## config.mk

```make
export PLATFORM = sky130hd
export DESIGN_NAME = container_deframer_ring_writer_flat
export DESIGN_NICKNAME = d
export VERILOG_FILES = /design/src/design/cdrw_pkg.sv /design/src/design/cdrw_req_if.sv /design/src/design/cdrw_rsp_if.sv /design/src/design/cdrw_core.sv /design/src/design/cdrw_rsp_queue.sv /design/src/design/container_deframer_ring_writer.sv /design/src/flat_wrapper.sv
export VERILOG_INCLUDE_DIRS = /design/src /design/src/design
export SDC_FILE = /design/constraint.sdc
export NUM_CORES = 2
export LEC_CHECK = 0
export ABC_CLOCK_PERIOD_IN_PS = 22900
export BUFFER_PORTS_ARGS = -buffer_cell sky130_fd_sc_hd__buf_2
export CELL_PAD_IN_SITES_DETAIL_PLACEMENT = 1
export CELL_PAD_IN_SITES_GLOBAL_PLACEMENT = 1
export CORE_ASPECT_RATIO = 1.1
export CORE_MARGIN = 4
export CORE_UTILIZATION = 55
export CTS_CLUSTER_DIAMETER = 120
export CTS_CLUSTER_SIZE = 16
export DETAILED_ROUTE_END_ITERATION = 8
export GPL_TIMING_DRIVEN = 1
export PLACE_DENSITY = 0.86
export SLEW_MARGIN = 25
export SYNTH_ARGS = -nofsm -noshare
export SYNTH_HDL_FRONTEND = slang
export SYNTH_SLANG_ARGS = --single-unit
```

## constraint.sdc

```tcl
create_clock -name clock -period 22.9 [get_ports clock]
set_input_delay 3.435 -clock clock [delete_from_list [all_inputs] [get_ports clock]]
set_output_delay 3.435 -clock clock [all_outputs]
set_load 0.01 [all_outputs]
```

## src/design/container_deframer_ring_writer_defines.svh

```systemverilog
// ----------------------------------------------------------------------------
// Container deframer ring writer: assertion macros
// Shared concurrent assertion shorthands for the deframer design files.
// ----------------------------------------------------------------------------
`ifndef CONTAINER_DEFRAMER_RING_WRITER_DEFINES_SVH
`define CONTAINER_DEFRAMER_RING_WRITER_DEFINES_SVH

// Same-cycle implication, disabled while reset is high.
`define CDRW_ASSERT_IMPL(label, clk, rst, ante, cons) \
   label: assert property (@(posedge clk) disable iff (rst) (ante) |-> (cons)) \
      else $error("cdrw: same-cycle property violated");

// Next-cycle implication, disabled while reset is high.
`define CDRW_ASSERT_NEXT(label, clk, rst, ante, cons) \
   label: assert property (@(posedge clk) disable iff (rst) (ante) |=> (cons)) \
      else $error("cdrw: next-cycle property violated");

`endif

```

## src/design/cdrw_pkg.sv

```systemverilog
// ----------------------------------------------------------------------------
// Container deframer ring writer: package
// Types, codes and constants shared by the deframer modules and interfaces.
// ----------------------------------------------------------------------------
package cdrw_pkg;

   localparam int ADDR_W = 32;
   localparam int DATA_W = 32;
   localparam int BYTE_W = 8;

   localparam int PACKET_BYTES      = 188;
   localparam int META_RECORD_BYTES = 16;
   localparam int META_PTR_OFFSET   = 12;
   localparam int HEADER_BYTES      = 8;

   localparam logic [BYTE_W-1:0] SYNC_BYTE     = 8'h5A;
   localparam logic [BYTE_W-1:0] TYPE_ERR_MASK = 8'hC0;
   localparam logic [BYTE_W-1:0] PACKET_LEN8   = BYTE_W'(PACKET_BYTES);
   localparam logic [BYTE_W-1:0] HEADER_LEN8   = BYTE_W'(HEADER_BYTES);

   // Result queue; depth must be a power of two.
   localparam int MAX_RESULTS = 2;
   localparam int QUEUE_DEPTH = 8;
   localparam int QUEUE_AW    = $clog2(QUEUE_DEPTH);
   localparam int QUEUE_CW    = $clog2(QUEUE_DEPTH + 1);
   localparam int FILL_W      = QUEUE_CW + 1;

   typedef enum logic [3:0] {
      PH_IDLE,
      PH_SYNC1,
      PH_SYNC2,
      PH_SYNC3,
      PH_TYPE,
      PH_LEN_HI,
      PH_LEN_LO,
      PH_COUNTER,
      PH_PAYLOAD
   } phase_type;

   typedef enum logic [1:0] {
      LAYER_INVALID,
      LAYER_BASEBAND,
      LAYER_ALP,
      LAYER_CONTAINER
   } layer_type;

   typedef enum logic [2:0] {
      CSR_CHANNEL_ENABLE,
      CSR_CHANNEL_LAYER,
      CSR_PLP_FILTER_ENABLE,
      CSR_PLP_FILTER_ID,
      CSR_DATA_RING_START,
      CSR_DATA_RING_END,
      CSR_META_RING_START,
      CSR_META_RING_END
   } csr_index_type;

   typedef struct packed {
      logic                enable;
      csr_index_type       index;
      logic [DATA_W-1:0]   data;
   } csr_write_type;

   typedef struct packed {
      logic [ADDR_W-1:0] write_address;
      logic [DATA_W-1:0] write_data;
      logic              write_is_word;
      logic              meta_event;
      logic              last_of_run;
   } result_type;

   // Up to two results per byte; the second slot is used only with the first.
   typedef struct packed {
      logic       valid0;
      logic       valid1;
      result_type res0;
      result_type res1;
   } push_type;

endpackage

```

## src/design/cdrw_req_if.sv

```systemverilog
// ----------------------------------------------------------------------------
// Container deframer ring writer: stream byte channel
// Valid/ready channel carrying one stream byte per beat.
// ----------------------------------------------------------------------------
interface cdrw_req_if;

   logic                          valid;
   logic                          ready;
   logic [cdrw_pkg::BYTE_W-1:0]   stream_byte;

   modport source (output valid, output stream_byte, input ready);
   modport sink (input valid, input stream_byte, output ready);

endinterface

```

## src/design/cdrw_rsp_if.sv

```systemverilog
// ----------------------------------------------------------------------------
// Container deframer ring writer: memory write channel
// Valid/ready channel carrying one memory write per beat.
// ----------------------------------------------------------------------------
interface cdrw_rsp_if;

   logic                          valid;
   logic                          ready;
   logic [cdrw_pkg::ADDR_W-1:0]   write_address;
   logic [cdrw_pkg::DATA_W-1:0]   write_data;
   logic                          write_is_word;
   logic                          meta_event;
   logic                          last_of_run;

   modport source (
      output valid, output write_address, output write_data,
      output write_is_word, output meta_event, output last_of_run,
      input ready
   );
   modport sink (
      input valid, input write_address, input write_data,
      input write_is_word, input meta_event, input last_of_run,
      output ready
   );

endinterface

```

## src/design/cdrw_core.sv

```systemverilog
// ----------------------------------------------------------------------------
// Container deframer ring writer: parser and ring pointer core
// Parses one byte per cycle, holds the control registers and ring pointers,
// and produces the memory writes caused by each byte.
// ----------------------------------------------------------------------------
module cdrw_core (
   input  logic                          clock,
   input  logic                          reset,
   input  logic                          in_valid,
   input  logic [cdrw_pkg::BYTE_W-1:0]   in_byte,
   input  cdrw_pkg::csr_write_type       csr,
   output cdrw_pkg::push_type            push
);

   // Control registers.
   logic                          enable_ff, enable_in;
   cdrw_pkg::layer_type           layer_ff, layer_in;
   logic                          filt_en_ff, filt_en_in;
   logic [5:0]                    filt_id_ff, filt_id_in;
   logic [cdrw_pkg::ADDR_W-1:0]   dstart_ff, dstart_in;
   logic [cdrw_pkg::ADDR_W-1:0]   dend_ff, dend_in;
   logic [cdrw_pkg::ADDR_W-1:0]   mstart_ff, mstart_in;
   logic [cdrw_pkg::ADDR_W-1:0]   mend_ff, mend_in;

   // Parser state and pointers.
   cdrw_pkg::phase_type           phase_ff, phase_in;
   logic [5:0]                    plp_ff, plp_in;
   logic [15:0]                   len_ff, len_in;
   logic [15:0]                   count_ff, count_in;
   logic [31:0]                   header_ff, header_in;
   logic [7:0]                    pad_ff, pad_in;
   logic [7:0]                    pos_ff, pos_in;
   logic [cdrw_pkg::ADDR_W-1:0]   dptr_ff, dptr_in;
   logic [cdrw_pkg::ADDR_W-1:0]   mptr_ff, mptr_in;

   cdrw_pkg::phase_type           phase_eff;
   logic [7:0]                    pad_eff;
   logic                          meta_now;
   logic                          active;
   logic                          is_sync;
   logic [cdrw_pkg::ADDR_W-1:0]   dnext;
   logic [cdrw_pkg::ADDR_W-1:0]   mnext;

   assign is_sync = (in_byte == cdrw_pkg::SYNC_BYTE);
   assign dnext   = dptr_ff + 32'd1;
   assign mnext   = mptr_ff + 32'(cdrw_pkg::META_RECORD_BYTES);

   always_comb begin
      enable_in  = enable_ff;
      layer_in   = layer_ff;
      filt_en_in = filt_en_ff;
      filt_id_in = filt_id_ff;
      dstart_in  = dstart_ff;
      dend_in    = dend_ff;
      mstart_in  = mstart_ff;
      mend_in    = mend_ff;
      phase_in   = phase_ff;
      plp_in     = plp_ff;
      len_in     = len_ff;
      count_in   = count_ff;
      header_in  = header_ff;
      pad_in     = pad_ff;
      pos_in     = pos_ff;
      dptr_in    = dptr_ff;
      mptr_in    = mptr_ff;
      phase_eff  = phase_ff;
      pad_eff    = pad_ff;
      meta_now   = 1'b0;
      active     = 1'b0;
      push       = '0;

      if (in_valid) begin
         // The byte after the last payload byte is already the first pad byte.
         // pos_ff tracks the container length modulo the packet size.
         if (phase_ff == cdrw_pkg::PH_PAYLOAD && count_ff == len_ff) begin
            phase_eff = cdrw_pkg::PH_IDLE;
            pad_eff   = (pos_ff == 8'd0) ? 8'd0 : cdrw_pkg::PACKET_LEN8 - pos_ff;
         end
         phase_in = phase_eff;
         pad_in   = pad_eff;

         unique case (phase_eff)
            cdrw_pkg::PH_IDLE: begin
               if (pad_eff != 8'd0) begin
                  pad_in = pad_eff - 8'd1;
               end else if (is_sync) begin
                  phase_in = cdrw_pkg::PH_SYNC1;
               end
            end
            cdrw_pkg::PH_SYNC1: begin
               phase_in = is_sync ? cdrw_pkg::PH_SYNC2 : cdrw_pkg::PH_IDLE;
            end
            cdrw_pkg::PH_SYNC2: begin
               phase_in = is_sync ? cdrw_pkg::PH_SYNC3 : cdrw_pkg::PH_IDLE;
            end
            cdrw_pkg::PH_SYNC3: begin
               phase_in = is_sync ? cdrw_pkg::PH_TYPE : cdrw_pkg::PH_IDLE;
            end
            cdrw_pkg::PH_TYPE: begin
               if ((in_byte & cdrw_pkg::TYPE_ERR_MASK) == cdrw_pkg::TYPE_ERR_MASK) begin
                  phase_in = cdrw_pkg::PH_IDLE;
               end else begin
                  plp_in    = in_byte[5:0];
                  header_in = {in_byte, 24'h000000};
                  phase_in  = cdrw_pkg::PH_LEN_HI;
               end
            end
            cdrw_pkg::PH_LEN_HI: begin
               len_in    = {in_byte, 8'h00};
               header_in = header_ff | {8'h00, in_byte, 16'h0000};
               phase_in  = cdrw_pkg::PH_LEN_LO;
            end
            cdrw_pkg::PH_LEN_LO: begin
               len_in    = len_ff | {8'h00, in_byte};
               header_in = header_ff | {16'h0000, in_byte, 8'h00};
               phase_in  = cdrw_pkg::PH_COUNTER;
            end
            cdrw_pkg::PH_COUNTER: begin
               if (len_ff == 16'd0) begin
                  phase_in = cdrw_pkg::PH_IDLE;
               end else begin
                  count_in  = 16'd0;
                  pos_in    = cdrw_pkg::HEADER_LEN8;
                  header_in = header_ff | {24'h000000, in_byte};
                  phase_in  = cdrw_pkg::PH_PAYLOAD;
                  meta_now  = 1'b1;
               end
            end
            cdrw_pkg::PH_PAYLOAD: begin
               count_in = count_ff + 16'd1;
               pos_in   = (pos_ff == cdrw_pkg::PACKET_LEN8 - 8'd1) ? 8'd0 : pos_ff + 8'd1;
            end
            default: begin
               phase_in = cdrw_pkg::PH_IDLE;
            end
         endcase

         active = enable_ff && (layer_ff == cdrw_pkg::LAYER_BASEBAND)
                  && !(filt_en_ff && filt_id_ff != plp_in)
                  && (phase_in == cdrw_pkg::PH_PAYLOAD);

         if (active) begin
            if (meta_now) begin
               // Meta record: header word first, then the data pointer.
               push.valid0 = 1'b1;
               push.valid1 = 1'b1;
               push.res0   = '{write_address: mptr_ff, write_data: header_in,
                               write_is_word: 1'b1, meta_event: 1'b0,
                               last_of_run: 1'b0};
               push.res1   = '{write_address: mptr_ff + 32'(cdrw_pkg::META_PTR_OFFSET),
                               write_data: dptr_ff, write_is_word: 1'b1,
                               meta_event: 1'b1, last_of_run: 1'b1};
               mptr_in     = (mnext >= mend_ff) ? mstart_ff : mnext;
            end else begin
               push.valid0 = 1'b1;
               push.res0   = '{write_address: dptr_ff, write_data: {24'h000000, in_byte},
                               write_is_word: 1'b0, meta_event: 1'b0,
                               last_of_run: 1'b1};
               dptr_in     = (dnext == dend_ff) ? dstart_ff : dnext;
            end
         end
      end

      if (csr.enable) begin
         unique case (csr.index)
            cdrw_pkg::CSR_CHANNEL_ENABLE: begin
               enable_in = csr.data[0];
               if (csr.data[0]) begin
                  dptr_in = dstart_ff;
                  mptr_in = mstart_ff;
               end
            end
            cdrw_pkg::CSR_CHANNEL_LAYER:     layer_in   = cdrw_pkg::layer_type'(csr.data[1:0]);
            cdrw_pkg::CSR_PLP_FILTER_ENABLE: filt_en_in = csr.data[0];
            cdrw_pkg::CSR_PLP_FILTER_ID:     filt_id_in = csr.data[5:0];
            cdrw_pkg::CSR_DATA_RING_START:   dstart_in  = csr.data;
            cdrw_pkg::CSR_DATA_RING_END:     dend_in    = csr.data;
            cdrw_pkg::CSR_META_RING_START:   mstart_in  = csr.data;
            cdrw_pkg::CSR_META_RING_END:     mend_in    = csr.data;
         endcase
      end
   end

   always_ff @(posedge clock) begin
      if (reset) begin
         enable_ff  <= 1'b0;
         layer_ff   <= cdrw_pkg::LAYER_INVALID;
         filt_en_ff <= 1'b0;
         filt_id_ff <= '0;
         dstart_ff  <= '0;
         dend_ff    <= '0;
         mstart_ff  <= '0;
         mend_ff    <= '0;
         phase_ff   <= cdrw_pkg::PH_IDLE;
         plp_ff     <= '0;
         len_ff     <= '0;
         count_ff   <= '0;
         header_ff  <= '0;
         pad_ff     <= '0;
         pos_ff     <= '0;
         dptr_ff    <= '0;
         mptr_ff    <= '0;
      end else begin
         enable_ff  <= enable_in;
         layer_ff   <= layer_in;
         filt_en_ff <= filt_en_in;
         filt_id_ff <= filt_id_in;
         dstart_ff  <= dstart_in;
         dend_ff    <= dend_in;
         mstart_ff  <= mstart_in;
         mend_ff    <= mend_in;
         phase_ff   <= phase_in;
         plp_ff     <= plp_in;
         len_ff     <= len_in;
         count_ff   <= count_in;
         header_ff  <= header_in;
         pad_ff     <= pad_in;
         pos_ff     <= pos_in;
         dptr_ff    <= dptr_in;
         mptr_ff    <= mptr_in;
      end
   end

endmodule

```

## src/design/cdrw_rsp_queue.sv

```systemverilog
// ----------------------------------------------------------------------------
// Container deframer ring writer: result queue
// Small register queue taking up to two writes per cycle and giving one.
// ----------------------------------------------------------------------------
module cdrw_rsp_queue (
   input  logic                              clock,
   input  logic                              reset,
   input  cdrw_pkg::push_type                push,
   input  logic                              pop,
   output cdrw_pkg::result_type              head,
   output logic [cdrw_pkg::QUEUE_CW-1:0]     count
);

   cdrw_pkg::result_type                 entry_ff [cdrw_pkg::QUEUE_DEPTH];
   logic [cdrw_pkg::QUEUE_AW-1:0]        wr_ptr_ff, wr_ptr_in;
   logic [cdrw_pkg::QUEUE_AW-1:0]        rd_ptr_ff, rd_ptr_in;
   logic [cdrw_pkg::QUEUE_CW-1:0]        count_ff, count_in;
   logic [cdrw_pkg::QUEUE_AW-1:0]        wr_ptr_plus1;

   assign wr_ptr_plus1 = wr_ptr_ff + cdrw_pkg::QUEUE_AW'(1);
   assign head         = entry_ff[rd_ptr_ff];
   assign count        = count_ff;

   always_comb begin
      wr_ptr_in = wr_ptr_ff + cdrw_pkg::QUEUE_AW'(push.valid0)
                            + cdrw_pkg::QUEUE_AW'(push.valid1);
      rd_ptr_in = rd_ptr_ff + cdrw_pkg::QUEUE_AW'(pop);
      count_in  = count_ff + cdrw_pkg::QUEUE_CW'(push.valid0)
                           + cdrw_pkg::QUEUE_CW'(push.valid1)
                           - cdrw_pkg::QUEUE_CW'(pop);
   end

   always_ff @(posedge clock) begin
      if (reset) begin
         wr_ptr_ff <= '0;
         rd_ptr_ff <= '0;
         count_ff  <= '0;
      end else begin
         wr_ptr_ff <= wr_ptr_in;
         rd_ptr_ff <= rd_ptr_in;
         count_ff  <= count_in;
      end
   end

   always_ff @(posedge clock) begin
      if (push.valid0) begin
         entry_ff[wr_ptr_ff] <= push.res0;
      end
      if (push.valid1) begin
         entry_ff[wr_ptr_plus1] <= push.res1;
      end
   end

endmodule

```

## src/design/container_deframer_ring_writer.sv

```systemverilog
// ----------------------------------------------------------------------------
// Container deframer ring writer: top level
// Finds containers in a byte stream and writes meta records and payload
// bytes of one baseband channel into two memory rings.
// ----------------------------------------------------------------------------
// Usage:
//   req_chan carries one stream byte per beat; rsp_chan carries one memory
//   write per beat (address, data, word/byte flag, meta event, last flag).
//   The csr_ port writes one control register per cycle, with no read-back;
//   write it only while no byte is in flight.
// Timing:
//   An accepted byte is held in the input register while the parser works
//   on it; its writes are then registered into the result queue, from
//   which the first resulting beat is offered.
//   One byte is accepted per cycle while req_chan.ready is high. A counter
//   byte yields two beats and a payload byte one, and the output side gives
//   one beat per cycle, so a container's meta record adds one beat beyond
//   its bytes; the eight entry result queue absorbs it.
// Stalls and reset:
//   When rsp_chan.ready is low the queue fills and req_chan.ready drops
//   once fewer than two free entries remain for each byte in flight.
//   Reset clears the control registers and ring pointers to zero, the parser
//   to idle and empties the queue; no clearing pass is needed.
// ----------------------------------------------------------------------------
`include "container_deframer_ring_writer_defines.svh"

module container_deframer_ring_writer (
   input  logic                          clock,
   input  logic                          reset,
   cdrw_req_if.sink                      req_chan,
   cdrw_rsp_if.source                    rsp_chan,
   input  logic                          csr_write_enable,
   input  cdrw_pkg::csr_index_type       csr_index,
   input  logic [cdrw_pkg::DATA_W-1:0]   csr_write_data
);

   logic                                 in_valid_ff, in_valid_in;
   logic [cdrw_pkg::BYTE_W-1:0]          in_byte_ff;
   logic                                 req_accept;
   logic [cdrw_pkg::FILL_W-1:0]          fill_bound;
   logic [cdrw_pkg::QUEUE_CW-1:0]        q_count;
   logic                                 pop;
   cdrw_pkg::csr_write_type              csr;
   cdrw_pkg::push_type                   push;
   cdrw_pkg::result_type                 head;

   // Worst case the byte in the input register and the new one both bring
   // a meta record.
   assign fill_bound = cdrw_pkg::FILL_W'(q_count)
                     + (in_valid_ff ? cdrw_pkg::FILL_W'(2 * cdrw_pkg::MAX_RESULTS)
                                    : cdrw_pkg::FILL_W'(cdrw_pkg::MAX_RESULTS));
   assign req_chan.ready = (fill_bound <= cdrw_pkg::FILL_W'(cdrw_pkg::QUEUE_DEPTH));
   assign req_accept     = req_chan.valid && req_chan.ready;
   assign in_valid_in    = req_accept;

   assign csr = '{enable: csr_write_enable, index: csr_index, data: csr_write_data};

   always_ff @(posedge clock) begin
      if (reset) begin
         in_valid_ff <= 1'b0;
      end else begin
         in_valid_ff <= in_valid_in;
      end
   end

   always_ff @(posedge clock) begin
      if (req_accept) begin
         in_byte_ff <= req_chan.stream_byte;
      end
   end

   cdrw_core u_core (
      .clock    (clock),
      .reset    (reset),
      .in_valid (in_valid_ff),
      .in_byte  (in_byte_ff),
      .csr      (csr),
      .push     (push)
   );

   cdrw_rsp_queue u_queue (
      .clock (clock),
      .reset (reset),
      .push  (push),
      .pop   (pop),
      .head  (head),
      .count (q_count)
   );

   assign rsp_chan.valid         = (q_count != '0);
   assign pop                    = rsp_chan.valid && rsp_chan.ready;
   assign rsp_chan.write_address = head.write_address;
   assign rsp_chan.write_data    = head.write_data;
   assign rsp_chan.write_is_word = head.write_is_word;
   assign rsp_chan.meta_event    = head.meta_event;
   assign rsp_chan.last_of_run   = head.last_of_run;

   // A byte being parsed always finds room for both of its possible writes.
   `CDRW_ASSERT_IMPL(a_queue_room, clock, reset, in_valid_ff,
      q_count <= cdrw_pkg::QUEUE_CW'(cdrw_pkg::QUEUE_DEPTH - cdrw_pkg::MAX_RESULTS))
   // An accepted beat reaches the parser on the next cycle.
   `CDRW_ASSERT_NEXT(a_accept_to_parse, clock, reset, req_accept, in_valid_ff)
   // The meta event closes its record with a word write.
   `CDRW_ASSERT_IMPL(a_meta_event_shape, clock, reset,
      rsp_chan.valid && rsp_chan.meta_event,
      rsp_chan.write_is_word && rsp_chan.last_of_run)

endmodule
```

## src/flat_wrapper.sv

```systemverilog
// flat-port wrapper written by rule: the top's interface ports become plain ports
module container_deframer_ring_writer_flat 
  (clock, reset, csr_write_enable, csr_index, csr_write_data, req_chan_valid, req_chan_stream_byte, req_chan_ready, rsp_chan_valid, rsp_chan_write_address, rsp_chan_write_data, rsp_chan_write_is_word, rsp_chan_meta_event, rsp_chan_last_of_run, rsp_chan_ready);
  cdrw_req_if req_chan_i ();
  cdrw_rsp_if rsp_chan_i ();
  input  logic clock;
  input  logic reset;
  input  logic csr_write_enable;
  input  cdrw_pkg::csr_index_type csr_index;
  input  logic [cdrw_pkg::DATA_W-1:0] csr_write_data;
  input wire logic [$bits(req_chan_i.valid)-1:0] req_chan_valid;
  input wire logic [$bits(req_chan_i.stream_byte)-1:0] req_chan_stream_byte;
  output wire logic [$bits(req_chan_i.ready)-1:0] req_chan_ready;
  output wire logic [$bits(rsp_chan_i.valid)-1:0] rsp_chan_valid;
  output wire logic [$bits(rsp_chan_i.write_address)-1:0] rsp_chan_write_address;
  output wire logic [$bits(rsp_chan_i.write_data)-1:0] rsp_chan_write_data;
  output wire logic [$bits(rsp_chan_i.write_is_word)-1:0] rsp_chan_write_is_word;
  output wire logic [$bits(rsp_chan_i.meta_event)-1:0] rsp_chan_meta_event;
  output wire logic [$bits(rsp_chan_i.last_of_run)-1:0] rsp_chan_last_of_run;
  input wire logic [$bits(rsp_chan_i.ready)-1:0] rsp_chan_ready;
  assign req_chan_i.valid = req_chan_valid;
  assign req_chan_i.stream_byte = req_chan_stream_byte;
  assign req_chan_ready = req_chan_i.ready;
  assign rsp_chan_valid = rsp_chan_i.valid;
  assign rsp_chan_write_address = rsp_chan_i.write_address;
  assign rsp_chan_write_data = rsp_chan_i.write_data;
  assign rsp_chan_write_is_word = rsp_chan_i.write_is_word;
  assign rsp_chan_meta_event = rsp_chan_i.meta_event;
  assign rsp_chan_last_of_run = rsp_chan_i.last_of_run;
  assign rsp_chan_i.ready = rsp_chan_ready;
  container_deframer_ring_writer u_core (.clock(clock), .reset(reset), .req_chan(req_chan_i), .rsp_chan(rsp_chan_i), .csr_write_enable(csr_write_enable), .csr_index(csr_index), .csr_write_data(csr_write_data));
endmodule
```

# Word-level counts from Yosys, hierarchy flattened
# Memories as Yosys holds them, arrays and structs flattened. A register that Yosys moved wholly into a read port is not among the register bits.
# Index checks and enable logic that the tools add are counted.
[word_totals]
ff_bits = 311
ram_bits = 536
output_inout_bits = 69
wordCells = 151
memories = 1
[op_classes]
add_sub_neg = 15
magnitude_cmp = 2
eq_ne = 25
muxes = 56
bitwise_logic = 4
reduce_logical = 26
[mem_list]
columns = ["name", "depth", "word_bits", "rd", "rd_ports_with_merged_regs", "write_ports", "line", "source"]
rows = [
  ["u_core.u_queue.entry_ff", 8, 67, 1, 1, 2, "cdrw_rsp_queue.sv:14", "cdrw_pkg::result_type entry_ff [cdrw_pkg::QUEUE_DEPTH];"],
]
[ops]
columns = ["op", "count"]
rows = [
  ["two-way mux 32 bit", 16],
  ["two-way mux 136 bit", 2],
  ["two-way mux 67 bit", 2],
  ["case mux 32 bit (4 select lines)", 1],
  ["case mux 16 bit (2 select lines)", 2],
  ["two-way mux 8 bit", 7],
  ["case mux 4 bit (9 select lines)", 1],
  ["adder 32 x 1 -> 32 bit, second input constant", 1],
  ["adder 32 x 4 -> 32 bit, second input constant", 1],
  ["adder 32 x 5 -> 32 bit, second input constant", 1],
  ["equality test 32 bit", 1],
  [">= comparator 32 bit", 1],
  ["OR 32 x 16 -> 32 bit", 1],
  ["OR 32 x 24 -> 32 bit", 1],
  ["OR 32 x 8 -> 32 bit", 1],
  ["two-way mux 4 bit", 6],
  ["two-way mux 6 bit", 3],
  ["AND reduction 2 bit", 9],
  ["adder 16 x 1 -> 16 bit, second input constant", 1],
  ["equality test 16 bit", 1],
  ["equality test 4 x 3 -> 1 bit, second input constant", 4],
  ["zero test 16 bit", 1],
  ["two-way mux 16 bit", 1],
  ["OR 16 x 8 -> 16 bit", 1],
  ["34 further kinds", 62],
]

# Depth between registers and ports, before layout
[depth]
depth_word = 17
depth_mapped = 20
ltp_nobuf = 18

# Hierarchy
# From an unflattened synthesis, not the netlist that was laid out.
[hier_totals]
cells_unflattened = 3761
hier_area_um2 = 44089.8
[modules_own_cells]
columns = ["mod", "n_inst", "cells_each", "area_per_inst_um2", "seq_area_each_um2"]
rows = [
  ["cdrw_rsp_queue", 1, 1442, 26992.1, 16295.6],
  ["cdrw_core", 1, 2296, 16711.0, 5845.6],
  ["container_deframer_ring_writer", 1, 23, 386.6, 260.2],
]

# Worst setup path before layout
# No wires, ideal clock.
[synth_timing]
path_kind = "register to register"
from = "register u_core.u_core.phase_ff[0]"
to = "memory u_core.u_queue.entry_ff[1][0] in the netlist's numbering (enable)"
setup_time_ps = 591
arrival_time_ps = 7635
slack_ps = 14674
stages_incl_launch_ff = 12
synth_period_minus_slack_ps = 8226
cell_sequence = "dfxtp_1 -> buf_2 -> or4b_1 -> buf_2 -> nor2_2 -> mux2i_1 -> xnor2_1 -> o41ai_4 -> and3_1 -> buf_2 -> nand2_1 -> o31ai_1"
[synth_rtl]
columns = ["element", "line", "source"]
rows = [
  ["start: declaration", "cdrw_core.sv:26", "cdrw_pkg::phase_type phase_ff, phase_in;"],
  ["start signal: assignment", "cdrw_core.sv:194", "phase_ff <= cdrw_pkg::PH_IDLE;"],
  ["start signal: assignment", "cdrw_core.sv:212", "phase_ff <= phase_in;"],
  ["end: declaration", "cdrw_rsp_queue.sv:14", ""],
]

==> flow_summary_export.csv <==
group,metric,value,unit
sta,period_share,0.307,
synthesis,seq_area_frac_synth,0.527,
synthesis,syn_avg_cell_area,10.8,um^2
sta,fin_skew,0.0482,ns
synthesis,synthArstFlopShare,0,
layout,final_common_cell,"nand2_1",
power_and_ir_drop,power,0.00312,W
synthesis,synth.area.top_cells,"edfxtp_1, dfxtp_1, mux4_2",
floorplanning,rows,106,
run_status,outcome,"finished clean",
power_and_ir_drop,p_switching,0.000833,W
worst_setup_path,cp-start-kind,"flip-flop",
sta,min_period,7.04,ns
sta,setup_viol,0,
worst_setup_path,cp.required,19.47,ns
sta,fmax,142,MHz
sta,hold_viol,0,
layout,syn2layout_area_growth,6.70,%
worst_setup_path,arrival,3.61,ns
sta,max_slew_margin,0.257,
worst_setup_path,reg2reg_from,"u_core.u_core.phase_ff[3]$_SDFFE_PP0P_",
detailed_routing,ant_nets,0,
synthesis,ys.flop_type,"edfxtp_1",
global_route,grt_max_degree,120,
cts,post_cts_buffers,0,
synthesis,synth_top_area_share,0.385,
power_and_ir_drop,sw_frac_of_total,0.267,
global_route,grt-ovfl-total,0,
power_and_ir_drop,p_leak,14.6,nW
floorplanning,io_pins,117,
detailed_routing,vias_per_cell,6.72,
power_and_ir_drop,power_frac_seq,0.541,
global_route,track_usage,0.344,
layout,drive_gt1_frac,0.129,
global_route,grt_pass1_vias,33970,
synthesis,ys_warn_count,0,
synthesis,yosysTopAreaCell,"edfxtp_1",
floorplanning,start_util,0.557,
run,cap_violations,0,
synthesis,yosysUniqueCellTypes,83,
power_and_ir_drop,power.share.clock,0.329,
floorplanning,die_x,273,um
sta,slew_violations,0,
detailed_routing,vias,32918,
detailed_routing,totalWireLength,142,mm
sta,final.setup.tns,0,ns
placement,io_buffer_count,116,
power_and_ir_drop,cell_internal_pwr,0.00228,W
cts,clockBufferDepth,3,
synthesis,netlist_area,42500,um^2
cts,postCtsHoldBufs,0,
worst_setup_path,crit_type,"reg -> out",
cts,cts_root_buf,"clkbuf_16",
layout,multiInputGateArea,18600,um^2
cts,cts.sinks,847,
synthesis,syn_nets,4025,
min_path,min_from,"u_core.u_core.dstart_ff[25]$_SDFFE_PP0P_",
cts,cts_tree,"yes",
power_and_ir_drop,ir_drop,0.0616,mV
worst_setup_path,ff2ff_path_depth,10,
min_path,hold_depth,2,
worst_setup_path,r2r_end,"u_core.u_queue.entry_ff[4][61]$_DFFE_PP_",
synthesis,ys_seq_elements,847,
synthesis,synth-edff-count,544,
worst_setup_path,end_kind,"output port",
worst_setup_path,r2r_slack,16.65,ns
layout,regArea,22400,um^2
layout,nFillCells,7983,
synthesis,syn-instance-count,3924,
cts,clkTransAtPathRegs,0.07,ns
cts,numCtsBuffers,58,
placement,post-dp-hpwl,91.0,mm
global_route,antenna_found_initial,6,
cts,htreeDepth,2,
floorplanning,dieArea,81800,um^2
detailed_routing,drtIter0Drc,3934,
sta,rsz0062_at_grt,"false",
worst_setup_path,path_max_fanout,47,
floorplanning,die_h,299,um
cts,cts_resized,0,
detailed_routing,wire_per_inst,29.1,um
min_path,hp-class,"reg -> reg",
power_and_ir_drop,cellPowerDensity,68.7,nW/um^2
layout,final_nets,3931,
layout,final_util,0.594,
cts,insertion_delay,0.70,ns
detailed_routing,drc,0,
floorplanning,core_area,76300,um^2
layout,final_cell_mix,"nand2_1, edfxtp_1, a21oi_1",
sta,worst_pin_slew,1.11,ns
global_route,grt_pass1_wl,215,mm
min_path,min_to,"u_core.u_core.dstart_ff[25]$_SDFFE_PP0P_",
placement,gp_congestion,0.892,
detailed_routing,firstDrtPassIters,6,
power_and_ir_drop,comb_power_share,0.129,
[synthesized netlist by cell type (all sizes together), types with 54 or more instances]
library cell  instances
inv                  81
nor2                287
o21ai               258
edfxtp              544
mux2                 71
xnor2               114
buf                 123
clkbuf              208
nand3                55
mux2i               251
xor2                 54
mux4                134
a21oi               314
dfxtp               303
nand2               624
[worst max-delay path, cell delays in order, from the launching register on]
cell and delay (ns):
dfxtp_4 0.93, buf_4 0.86, mux4_2 0.61, mux2_2 0.32
buf_2 0.15
[metrics by stage]
stage	setup slack (ns)	std cells	area, um^2	hold WS (ns)
CTS	15.71	4893	45200	0.458
floorplan	14.67	3924	42500	0.425
finish	15.86	4899	45300	0.456
detailed placement	16.44	4792	43600	0.447
global placement	16.47	4788	43500	0.442
global route	15.61	4897	45300	0.472
[state kept, by name, indices dropped and copies added (netlist names), 16 cells and up]
name / flops
u_core.u_core.len_ff: 16
u_core.u_core.header_ff: 32
u_core.u_queue.entry_ff: 536
u_core.u_core.mend_ff: 32
u_core.u_core.count_ff: 16
u_core.u_core.dptr_ff: 32
u_core.u_core.dstart_ff: 32
u_core.u_core.mptr_ff: 32
u_core.u_core.dend_ff: 32
u_core.u_core.mstart_ff: 32
[worst max path at each step]
stage / start / end / cells past startpoint / slack (ns)
final: u_core.u_queue.rd_ptr_ff[0]$_SDFF_PP0_ / rsp_chan_write_data[4] / 4 / 15.86
after global placement: u_core.u_queue.rd_ptr_ff[0]$_SDFF_PP0_ / rsp_chan_write_address[20] / 4 / 16.47
after detailed placement: u_core.u_queue.rd_ptr_ff[0]$_SDFF_PP0_ / rsp_chan_write_address[18] / 4 / 16.44
after CTS: u_core.u_queue.rd_ptr_ff[0]$_SDFF_PP0_ / rsp_chan_write_address[18] / 4 / 15.71
after global routing: u_core.u_queue.rd_ptr_ff[0]$_SDFF_PP0_ / rsp_chan_write_data[8] / 4 / 15.61
after floorplan: u_core.u_core.phase_ff[0]$_SDFFE_PP0P_ / u_core.u_queue.entry_ff[1][0]$_DFFE_PP_ / 11 / 14.67
[cells by family after synthesis]
group,share of synthesized area
adders and majority gates,0.0163
xor gates and xnor gates,0.0346
buffers and inverters,0.0404
and+or+nand+nor,0.120
AOI/OAI and AO/OA,0.113
muxes,0.149
DFF,0.527
[routing by layer]
layer  up-vias  routed length, um  global-route usage
li1      14007                  -                   -
met1     16514              53600               0.452
met2      1983              68100               0.569
met3       412              14200              0.0648
met4         2               6540               0.137
met5         -                  7                   0
[power by group through the flow]
stage               clock (W)  combinational [W]  sequential (W)
floorplan                   0           0.000332         0.00167
global placement            0           0.000377         0.00173
detailed placement          0           0.000391         0.00173
CTS                   0.00103           0.000394         0.00169
global route          0.00108           0.000439         0.00169
finish                0.00103           0.000403         0.00169
[layout make-up]
type,count,area share
repair buffers,177,0.0244
multi-input cells,2663,0.409
well taps,1026,0.0283
diodes,2,0.000110
clock inverters,3,0.00124
clock buffers,98,0.0353
inverters,83,0.00687
flip-flops and latches,847,0.494
(Power assumes the default switching activity.)
